$ cat config.mk
export PLATFORM = sky130hd
export DESIGN_NAME = nfa_epsilon_removal_top
export DESIGN_NICKNAME = d
export VERILOG_FILES = /design/src/nfaer_pkg.sv /design/src/nfaer_eps_store.sv /design/src/nfaer_sym_store.sv /design/src/nfaer_ctrl.sv /design/src/nfa_epsilon_removal_top.sv
export SDC_FILE = /design/constraint.sdc
export NUM_CORES = 2
export LEC_CHECK = 0
export BUFFER_PORTS_ARGS = -buffer_cell sky130_fd_sc_hd__buf_2
export CAP_MARGIN = 20
export CORE_MARGIN = 10
export CORE_UTILIZATION = 40
export DETAILED_ROUTE_END_ITERATION = 8
export PLACE_DENSITY_LB_ADDON = 0.2
export REMOVE_ABC_BUFFERS = 1
export SLEW_MARGIN = 10
export SYNTH_ARGS = -nofsm -noshare
export SYNTH_HDL_FRONTEND = slang
export SYNTH_SLANG_ARGS = --single-unit
$ cat constraint.sdc
create_clock -name clk -period 5.43 [get_ports clk]
set_input_delay 0.543 -clock clk [delete_from_list [all_inputs] [get_ports clk]]
set_output_delay 0.543 -clock clk [all_outputs]
set_load 0.05 [all_outputs]
$ cat src/nfaer_pkg.sv
`timescale 1ns / 1ps
// Shared types, constants and helper functions for the NFA epsilon-removal engine.
// Used by every module of the block; depends on nothing else.
package nfaer_pkg;

  localparam int NODES    = 16;
  localparam int SYMS     = 4;
  localparam int ST_W     = $clog2(NODES);
  localparam int SYM_W    = $clog2(SYMS);
  localparam int ADDR_W   = ST_W + SYM_W;
  localparam int ROWS     = NODES * SYMS;
  localparam int CNT_W    = $clog2(NODES + 1);
  localparam int OP_W     = 3;
  localparam int NS_W     = 5;
  localparam int NSYM_W   = 3;
  localparam int CFG_W    = 5;
  localparam int CFG_IDX_W = 1;

  localparam logic [OP_W-1:0] OP_CLEAR   = 3'd0;
  localparam logic [OP_W-1:0] OP_ADD_EPS = 3'd1;
  localparam logic [OP_W-1:0] OP_ADD_SYM = 3'd2;
  localparam logic [OP_W-1:0] OP_QMOVE   = 3'd3;
  localparam logic [OP_W-1:0] OP_QCLOS   = 3'd4;

  localparam logic [CFG_IDX_W-1:0] REG_NUM_STATES  = 1'b0;
  localparam logic [CFG_IDX_W-1:0] REG_NUM_SYMBOLS = 1'b1;

  localparam logic KIND_MOVE    = 1'b0;
  localparam logic KIND_CLOSURE = 1'b1;

  typedef enum logic [2:0] {
    ST_IDLE,
    ST_EDGE_WR,
    ST_CLOS_A,
    ST_HIT_RD,
    ST_HIT_ACC,
    ST_CLOS_B,
    ST_DONE
  } seq_state_t;

  typedef struct packed {
    logic            clr;
    logic            we;
    logic [ST_W-1:0] row;
    logic [ST_W-1:0] col;
  } eps_req_t;

  typedef struct packed {
    logic              clr;
    logic              rd;
    logic              we;
    logic [ADDR_W-1:0] addr;
    logic [NODES-1:0]  wdata;
  } sym_req_t;

  typedef struct packed {
    logic [NS_W-1:0]   n_eff;
    logic [NSYM_W-1:0] m_eff;
    logic [NODES-1:0]  mask;
  } cfg_t;

  function automatic logic [ST_W-1:0] lowest_bit(input logic [NODES-1:0] v);
    logic [ST_W-1:0] idx;
    idx = '0;
    for (int i = NODES - 1; i >= 0; i--) begin
      if (v[i]) idx = ST_W'(i);
    end
    return idx;
  endfunction

  function automatic logic [NODES-1:0] one_hot(input logic [ST_W-1:0] idx);
    logic [NODES-1:0] v;
    v = '0;
    v[idx] = 1'b1;
    return v;
  endfunction

endpackage

$ cat src/nfaer_eps_store.sv
`timescale 1ns / 1ps
// Epsilon edge matrix held in flip-flops, one row per source state.
// Depends on nfaer_pkg for the request struct and sizes.
module nfaer_eps_store import nfaer_pkg::*; (
  input  logic             clk,
  input  logic             rst_n,
  input  eps_req_t         eps_req,
  input  logic [ST_W-1:0]  rd_idx,
  output logic [NODES-1:0] rd_row
);

  logic [NODES-1:0] eps_r [NODES];

  always_ff @(posedge clk) begin
    if (!rst_n || eps_req.clr) begin
      for (int i = 0; i < NODES; i++) begin
        eps_r[i] <= '0;
      end
    end else if (eps_req.we) begin
      eps_r[eps_req.row][eps_req.col] <= 1'b1;
    end
  end

  assign rd_row = eps_r[rd_idx];

endmodule

$ cat src/nfaer_sym_store.sv
`timescale 1ns / 1ps
// Symbol edge memory, one row per state and symbol, with per-row valid bits.
// Rows that are not valid read as zero. Depends on nfaer_pkg.
module nfaer_sym_store import nfaer_pkg::*; (
  input  logic             clk,
  input  logic             rst_n,
  input  sym_req_t         sym_req,
  output logic [NODES-1:0] rd_row
);

  logic [NODES-1:0] mem [ROWS];
  logic [ROWS-1:0]  vld_r;
  logic [NODES-1:0] rd_data_r;
  logic             rd_vld_r;

  always_ff @(posedge clk) begin
    if (!rst_n) begin
      vld_r    <= '0;
      rd_vld_r <= 1'b0;
    end else begin
      if (sym_req.clr) begin
        vld_r <= '0;
      end else if (sym_req.we) begin
        vld_r[sym_req.addr] <= 1'b1;
      end
      if (sym_req.rd) begin
        rd_vld_r <= vld_r[sym_req.addr];
      end
    end
  end

  always_ff @(posedge clk) begin
    if (sym_req.we) begin
      mem[sym_req.addr] <= sym_req.wdata;
    end
    if (sym_req.rd) begin
      rd_data_r <= mem[sym_req.addr];
    end
  end

  assign rd_row = rd_vld_r ? rd_data_r : '0;

endmodule

$ cat src/nfaer_ctrl.sv
`timescale 1ns / 1ps
// Sequencer and shared set unit: closure steps, symbol row gathering and the
// output register. Depends on nfaer_pkg and drives both edge stores.
module nfaer_ctrl import nfaer_pkg::*; (
  input  logic              clk,
  input  logic              rst_n,
  input  cfg_t              cfg,
  input  logic              in_valid,
  output logic              in_stall,
  input  logic [OP_W-1:0]   in_opcode,
  input  logic [ST_W-1:0]   in_from_state,
  input  logic [SYM_W-1:0]  in_symbol_index,
  input  logic [ST_W-1:0]   in_to_state,
  output logic              out_valid,
  input  logic              out_stall,
  output logic              out_result_kind,
  output logic [NODES-1:0]  out_reached_set,
  output logic [CNT_W-1:0]  out_reached_count,
  output eps_req_t          eps_req,
  output logic [ST_W-1:0]   eps_rd_idx,
  input  logic [NODES-1:0]  eps_row,
  output sym_req_t          sym_req,
  input  logic [NODES-1:0]  sym_row
);

  seq_state_t        state_r, state_nxt;
  logic              kind_r, kind_nxt;
  logic [SYM_W-1:0]  sym_r, sym_nxt;
  logic [ST_W-1:0]   dst_r, dst_nxt;
  logic [ADDR_W-1:0] addr_r, addr_nxt;
  logic [NODES-1:0]  set_r, set_nxt;
  logic [NODES-1:0]  pend_r, pend_nxt;
  logic [NODES-1:0]  hit_r, hit_nxt;
  logic [CNT_W-1:0]  cnt_r, cnt_nxt;
  logic              out_valid_r, out_valid_nxt;
  logic              out_kind_r, out_kind_nxt;
  logic [NODES-1:0]  out_set_r, out_set_nxt;
  logic [CNT_W-1:0]  out_cnt_r, out_cnt_nxt;

  logic              in_acc;
  logic              out_free;
  logic              src_ok, dst_ok, sym_ok, q_ok;
  logic [ST_W-1:0]   k;
  logic [NODES-1:0]  row_m;

  assign in_stall = (state_r != ST_IDLE);
  assign in_acc   = in_valid && !in_stall;
  assign out_free = !out_valid_r || !out_stall;

  assign src_ok = (NS_W'(in_from_state) < cfg.n_eff);
  assign dst_ok = (NS_W'(in_to_state) < cfg.n_eff);
  assign sym_ok = (NSYM_W'(in_symbol_index) < cfg.m_eff);
  assign q_ok   = src_ok && ((in_opcode == OP_QCLOS) || sym_ok);

  assign k          = lowest_bit(pend_r);
  assign eps_rd_idx = k;
  assign row_m      = eps_row & cfg.mask;

  always_comb begin
    state_nxt = state_r;
    case (state_r)
      ST_IDLE: begin
        if (in_acc) begin
          case (in_opcode)
            OP_ADD_SYM: begin
              if (src_ok && dst_ok && sym_ok) state_nxt = ST_EDGE_WR;
            end
            OP_QMOVE, OP_QCLOS: begin
              state_nxt = q_ok ? ST_CLOS_A : ST_DONE;
            end
            default: ;
          endcase
        end
      end
      ST_EDGE_WR: state_nxt = ST_IDLE;
      ST_CLOS_A: begin
        if (pend_r == '0) state_nxt = (kind_r == KIND_MOVE) ? ST_HIT_RD : ST_DONE;
      end
      ST_HIT_RD:  state_nxt = (pend_r == '0) ? ST_CLOS_B : ST_HIT_ACC;
      ST_HIT_ACC: state_nxt = ST_HIT_RD;
      ST_CLOS_B: begin
        if (pend_r == '0) state_nxt = ST_DONE;
      end
      ST_DONE: begin
        if (out_free) state_nxt = ST_IDLE;
      end
      default: state_nxt = ST_IDLE;
    endcase
  end

  always_comb begin
    kind_nxt      = kind_r;
    sym_nxt       = sym_r;
    dst_nxt       = dst_r;
    addr_nxt      = addr_r;
    set_nxt       = set_r;
    pend_nxt      = pend_r;
    hit_nxt       = hit_r;
    cnt_nxt       = cnt_r;
    out_valid_nxt = out_valid_r && out_stall;
    out_kind_nxt  = out_kind_r;
    out_set_nxt   = out_set_r;
    out_cnt_nxt   = out_cnt_r;
    eps_req       = '0;
    sym_req       = '0;
    case (state_r)
      ST_IDLE: begin
        if (in_acc) begin
          kind_nxt = (in_opcode == OP_QCLOS) ? KIND_CLOSURE : KIND_MOVE;
          sym_nxt  = in_symbol_index;
          dst_nxt  = in_to_state;
          addr_nxt = {in_from_state, in_symbol_index};
          set_nxt  = q_ok ? one_hot(in_from_state) : '0;
          pend_nxt = q_ok ? one_hot(in_from_state) : '0;
          cnt_nxt  = '0;
          case (in_opcode)
            OP_CLEAR: begin
              eps_req.clr = 1'b1;
              sym_req.clr = 1'b1;
            end
            OP_ADD_EPS: begin
              eps_req.we  = src_ok && dst_ok;
              eps_req.row = in_from_state;
              eps_req.col = in_to_state;
            end
            OP_ADD_SYM: begin
              sym_req.rd   = src_ok && dst_ok && sym_ok;
              sym_req.addr = {in_from_state, in_symbol_index};
            end
            default: ;
          endcase
        end
      end
      ST_EDGE_WR: begin
        sym_req.we    = 1'b1;
        sym_req.addr  = addr_r;
        sym_req.wdata = sym_row | one_hot(dst_r);
      end
      ST_CLOS_A, ST_CLOS_B: begin
        if (pend_r != '0) begin
          set_nxt  = set_r | row_m;
          pend_nxt = (pend_r & ~one_hot(k)) | (row_m & ~set_r);
          cnt_nxt  = cnt_r + CNT_W'(1);
        end else if (state_r == ST_CLOS_A && kind_r == KIND_MOVE) begin
          pend_nxt = set_r;
          hit_nxt  = '0;
        end
      end
      ST_HIT_RD: begin
        if (pend_r != '0) begin
          sym_req.rd   = 1'b1;
          sym_req.addr = {k, sym_r};
          pend_nxt     = pend_r & ~one_hot(k);
        end else begin
          set_nxt  = hit_r & cfg.mask;
          pend_nxt = hit_r & cfg.mask;
          cnt_nxt  = '0;
        end
      end
      ST_HIT_ACC: begin
        hit_nxt = hit_r | sym_row;
      end
      ST_DONE: begin
        if (out_free) begin
          out_valid_nxt = 1'b1;
          out_kind_nxt  = kind_r;
          out_set_nxt   = set_r;
          out_cnt_nxt   = cnt_r;
        end
      end
      default: ;
    endcase
  end

  always_ff @(posedge clk) begin
    if (!rst_n) begin
      state_r     <= ST_IDLE;
      out_valid_r <= 1'b0;
    end else begin
      state_r     <= state_nxt;
      out_valid_r <= out_valid_nxt;
    end
  end

  always_ff @(posedge clk) begin
    kind_r     <= kind_nxt;
    sym_r      <= sym_nxt;
    dst_r      <= dst_nxt;
    addr_r     <= addr_nxt;
    set_r      <= set_nxt;
    pend_r     <= pend_nxt;
    hit_r      <= hit_nxt;
    cnt_r      <= cnt_nxt;
    out_kind_r <= out_kind_nxt;
    out_set_r  <= out_set_nxt;
    out_cnt_r  <= out_cnt_nxt;
  end

  assign out_valid         = out_valid_r;
  assign out_result_kind   = out_kind_r;
  assign out_reached_set   = out_set_r;
  assign out_reached_count = out_cnt_r;

endmodule

$ cat src/nfa_epsilon_removal_top.sv
`timescale 1ns / 1ps
// NFA epsilon-closure and epsilon-free move engine, top level with config registers.
// A symbol edge write is a memory read-modify-write through ST_EDGE_WR.
// A closure query steps one state per cycle; a move query also reads its symbol rows
// one state at a time through the single symbol memory port.
// One item at a time; a finished result waits in the output register meanwhile.
// Synchronous active-low reset clears all edges and sets 16 states and 4 symbols.
module nfa_epsilon_removal_top import nfaer_pkg::*; (
  input  logic                 clk,
  input  logic                 rst_n,
  input  logic                 cfg_we,
  input  logic [CFG_IDX_W-1:0] cfg_index,
  input  logic [CFG_W-1:0]     cfg_data,
  input  logic                 in_valid,
  output logic                 in_stall,
  input  logic [OP_W-1:0]      in_opcode,
  input  logic [ST_W-1:0]      in_from_state,
  input  logic [SYM_W-1:0]     in_symbol_index,
  input  logic [ST_W-1:0]      in_to_state,
  output logic                 out_valid,
  input  logic                 out_stall,
  output logic                 out_result_kind,
  output logic [NODES-1:0]     out_reached_set,
  output logic [CNT_W-1:0]     out_reached_count
);

  logic [NS_W-1:0]   num_states_r;
  logic [NSYM_W-1:0] num_symbols_r;
  cfg_t              cfg;
  eps_req_t          eps_req;
  sym_req_t          sym_req;
  logic [ST_W-1:0]   eps_rd_idx;
  logic [NODES-1:0]  eps_row;
  logic [NODES-1:0]  sym_row;

  always_ff @(posedge clk) begin
    if (!rst_n) begin
      num_states_r  <= NS_W'(NODES);
      num_symbols_r <= NSYM_W'(SYMS);
    end else if (cfg_we) begin
      case (cfg_index)
        REG_NUM_STATES:  num_states_r  <= cfg_data[NS_W-1:0];
        REG_NUM_SYMBOLS: num_symbols_r <= cfg_data[NSYM_W-1:0];
        default: ;
      endcase
    end
  end

  always_comb begin
    cfg.n_eff = (num_states_r > NS_W'(NODES)) ? NS_W'(NODES) : num_states_r;
    cfg.m_eff = (num_symbols_r > NSYM_W'(SYMS)) ? NSYM_W'(SYMS) : num_symbols_r;
    for (int i = 0; i < NODES; i++) begin
      cfg.mask[i] = (NS_W'(i) < cfg.n_eff);
    end
  end

  nfaer_eps_store u_eps_store (
    .clk     (clk),
    .rst_n   (rst_n),
    .eps_req (eps_req),
    .rd_idx  (eps_rd_idx),
    .rd_row  (eps_row)
  );

  nfaer_sym_store u_sym_store (
    .clk     (clk),
    .rst_n   (rst_n),
    .sym_req (sym_req),
    .rd_row  (sym_row)
  );

  nfaer_ctrl u_ctrl (
    .clk               (clk),
    .rst_n             (rst_n),
    .cfg               (cfg),
    .in_valid          (in_valid),
    .in_stall          (in_stall),
    .in_opcode         (in_opcode),
    .in_from_state     (in_from_state),
    .in_symbol_index   (in_symbol_index),
    .in_to_state       (in_to_state),
    .out_valid         (out_valid),
    .out_stall         (out_stall),
    .out_result_kind   (out_result_kind),
    .out_reached_set   (out_reached_set),
    .out_reached_count (out_reached_count),
    .eps_req           (eps_req),
    .eps_rd_idx        (eps_rd_idx),
    .eps_row           (eps_row),
    .sym_req           (sym_req),
    .sym_row           (sym_row)
  );

endmodule

==> flow_metrics.py <==
metrics = {
    "outcome": {
        "outcome": "completed",
    },
    "clock_tree": {
        "ctsResizeCount": 0,
        "cts_root_buf": "clkbuf_16",
        "clockBufferDepth": 3,
        "cts.sinks": 1459,
        "cts_hold_buf": 3,
        "cts_tree": "done",
        "cts_setup_buffers": 0,
        "path_clk_slew_ns": 0.06,
        "h-tree-depth": 4,
        "insertion_delay_ns": 0.79,
        "numCtsBuffers": 154,
    },
    "floorplanning": {
        "pin_count": 48,
        "dieArea_mm2": 0.156,
        "dieWidth_um": 395,
        "die_h_um": 395,
        "rows": 137,
        "coreArea_mm2": 0.140,
        "start_util_pct": 40.3,
    },
    "finish": {
        "diodes": 0,
        "syn_to_final_growth_pct": 16.3,
        "fin_area_mm2": 0.0654,
        "drive_above_1_share_pct": 13.9,
        "fill_cells": 12400,
        "layout.nets": 4342,
    },
    "critical_path": {
        "worst_setup_path_start_kind": "register",
        "critical_path_class": "register to register",
        "critPathCaptureType": "register",
        "cp.arrival_ns": 5.50,
        "worstPathMaxFanout": 19,
        "cp.required_ns": 6.09,
    },
    "drt": {
        "wl_per_cell_um": 30.7,
        "drt_iter0_drc": 5318,
        "wirelength_mm": 194,
        "drtAntennaViolNets": 0,
        "first_pass_iters": 6,
        "vias": 38900,
        "viasPerCell": 6.16,
        "drc_errors": 0,
    },
    "synthesis": {
        "synth-xor-area-share_pct": 0.0467,
        "ys_ff_latch": 1459,
        "syn_area_mm2": 0.0562,
        "synth_top_family_by_area": "compound AO/OA/AOI/OAI gates",
        "ys_types": 82,
        "synthTopCellsByArea": "edfxtp_1 (60%), dfxtp_1 (12%), nand2_1 (3.5%)",
        "synth_ff_type": "edfxtp_1",
        "yosysTopAreaCell": "edfxtp_1",
        "synth-seq-area-share_pct": 72.0,
        "syn_avg_cell_area_um2": 13.5,
        "synthSimpleGateAreaFrac_pct": 7.67,
        "ys_async_sr_fraction_pct": 0,
        "syn_inst": 4164,
        "synthMuxAreaShare_pct": 1.37,
        "synthTopCellsByCount": "edfxtp_1 (1126), nand2_1 (531), o21ai_0 (371), dfxtp_1 (333), nor2_1 (268)",
        "synth_top_area_share_pct": 60.2,
        "synth_compound_area_share_pct": 16.4,
        "yosys_warnings": 0,
        "synth_most_common_cell": "edfxtp_1",
        "synth_edf_count": 1126,
        "synth-adder-area-share_pct": 0.178,
    },
    "power_and_ir_drop": {
        "seqPwrFrac_pct": 48.8,
        "netSwitchingFraction_pct": 24.3,
        "power_switching_w": 0.00602,
        "intPower_w": 0.0187,
        "combPwrFrac_pct": 8.4,
        "cellLeakagePower_nw": 19.6,
        "clockPowerShare_pct": 42.7,
        "ir_worst_vdd_uv": 270,
        "powerDensity_mw_per_mm2": 378,
    },
    "timing": {
        "finalCriticalPeriod_ns": 4.85,
        "maxSlewHeadroom_pct": 19.3,
        "max_freq_mhz": 206,
        "drv_slew": 0,
        "period_share_pct": 89.3,
        "tightestPinTransition_ns": 1.21,
        "tns_ns": 0,
        "rsz0062_at_grt": "no",
        "setup_violations": 0,
        "finalHoldViolations": 0,
        "skew_ns": 0.0462,
    },
    "global_route": {
        "antenna_found_initial": 7,
        "gr-total-overflow": 0,
        "track_usage_pct": 24.0,
        "grt_pass1_wl_mm": 277,
        "grt_start_max_net_pins": 149,
        "grt_pass1_vias": 36900,
    },
    "placed_design": {
        "place_hpwl_mm": 120,
        "place_area_mm2": 0.0603,
        "portBuffers": 47,
        "gp_congestion": 0.908,
    },
    "worst_hold_path": {
        "hp-class": "input port to register",
    },
    "flow_run": {
        "maxCapViolations": 0,
    },
}
metal layers:
metal  global-route usage, %  wire (um)
met4                    8.90       7540
met5                       0         31
met3                    4.60      17200
met2                    38.0      89900
met1                    32.7      79200
final timing paths:
path / from / to / slack (ns) / cells after the start
max: u_ctrl.state_r[0]$_SDFFE_PN0P_ / u_sym_store.rd_data_r[3]$_DFFE_PP_ / 0.58 / 10
min: cfg_data[3] / num_states_r[3]$_SDFFE_PN0P_ / 0.04 / 3
max reg2reg: u_ctrl.state_r[0]$_SDFFE_PN0P_ / u_sym_store.rd_data_r[3]$_DFFE_PP_ / 0.58 / 10
min reg2reg: u_eps_store.eps_r[8][8]$_DFF_P_ / u_eps_store.eps_r[8][8]$_DFF_P_ / 0.45 / 2
cell usage in the layout (no fill, tap or decap), types with 35 or more instances in the layout:
| cell | instances |
|---|---|
| buf_4 | 192 |
| a222oi_1 | 57 |
| mux2i_1 | 77 |
| nor2_2 | 55 |
| o21ai_0 | 368 |
| o21a_1 | 58 |
| a22oi_1 | 158 |
| nand2_1 | 531 |
| edfxtp_1 | 1126 |
| a22o_1 | 44 |
| clkbuf_16 | 161 |
| o22ai_1 | 36 |
| buf_12 | 35 |
| nand3_1 | 73 |
| buf_2 | 48 |
| o221ai_1 | 57 |
| dfxtp_1 | 333 |
| a21oi_1 | 119 |
| nor2_1 | 198 |
| clkbuf_1 | 41 |
| a221oi_1 | 149 |
stage by stage:
stage | power (W) | util (%) | cells | setup slack, ns | hold slack (ns)
3_3_place_gp | 0.0143 | 43.1 | 6017 | 0.199 | 0.433
5_1_grt | 0.0254 | 46.9 | 6313 | 0.401 | 0.0242
6_report | 0.0247 | 46.9 | 6313 | 0.581 | 0.0411
3_5_place_dp | 0.0143 | 43.2 | 6026 | 0.502 | 0.442
2_1_floorplan | 0.0134 | - | 3868 | -5.91 | 0.425
4_1_cts | 0.0248 | 46.8 | 6312 | 0.704 | 0.00243
power groups by stage:
stage,clock [W],sequential (W),combinational (W)
finish,0.0106,0.0121,0.00209
CTS,0.0107,0.0121,0.00205
detailed placement,0,0.0123,0.00204
global placement,0,0.0123,0.00204
global route,0.0111,0.0121,0.00218
floorplan,0,0.0123,0.00112
cell families (layout without fill, tap and decap cells):
logic type	Yosys count	count (layout)
XOR/XNOR	3	3
AND/OR/NAND/NOR	1006	1006
AO/OA/AOI/OAI	1306	1306
adder cells (fa/ha/maj)	8	8
multiplexers	77	77
flip-flops	1459	1459
buffers and inverters	305	578
sequential cells by signal, summed over array words and instances, names as in the netlist, 3 cells and up:
signal                    cells
u_ctrl.dst_r                  4
u_ctrl.state_r                3
u_ctrl.cnt_r                  5
u_sym_store.vld_r            64
u_ctrl.out_reached_set       16
u_ctrl.hit_r                 16
u_sym_store.rd_data_r        16
u_ctrl.addr_r                 6
u_eps_store.eps_r           256
u_ctrl.pend_r                16
num_states_r                  5
u_ctrl.out_reached_count      5
u_sym_store.mem            1024
u_ctrl.set_r                 16
num_symbols_r                 3
critical path, stage by stage, from the launching register on:
cell,delay [ns]
dfxtp_1,0.68
nor4b_4,0.13
and2_1,0.30
a22oi_1,0.84
nand2_1,0.26
nor2_4,0.64
buf_4,0.40
a222oi_1,0.14
a31o_2,0.28
a211oi_1,0.83
a211o_1,0.18
area by class of cell:
cell class,instances,area (um2),share of cell area (%)
flip-flops and latches,1459,40500,61.9
multi-input cells,2400,14900,22.7
clock buffers,213,4330,6.63
repair buffers,286,2610,3.99
well taps,1876,2350,3.59
clock inverters,70,719,1.10
inverters,9,33.8,0.0517
Power figures use the tool's default switching activity.
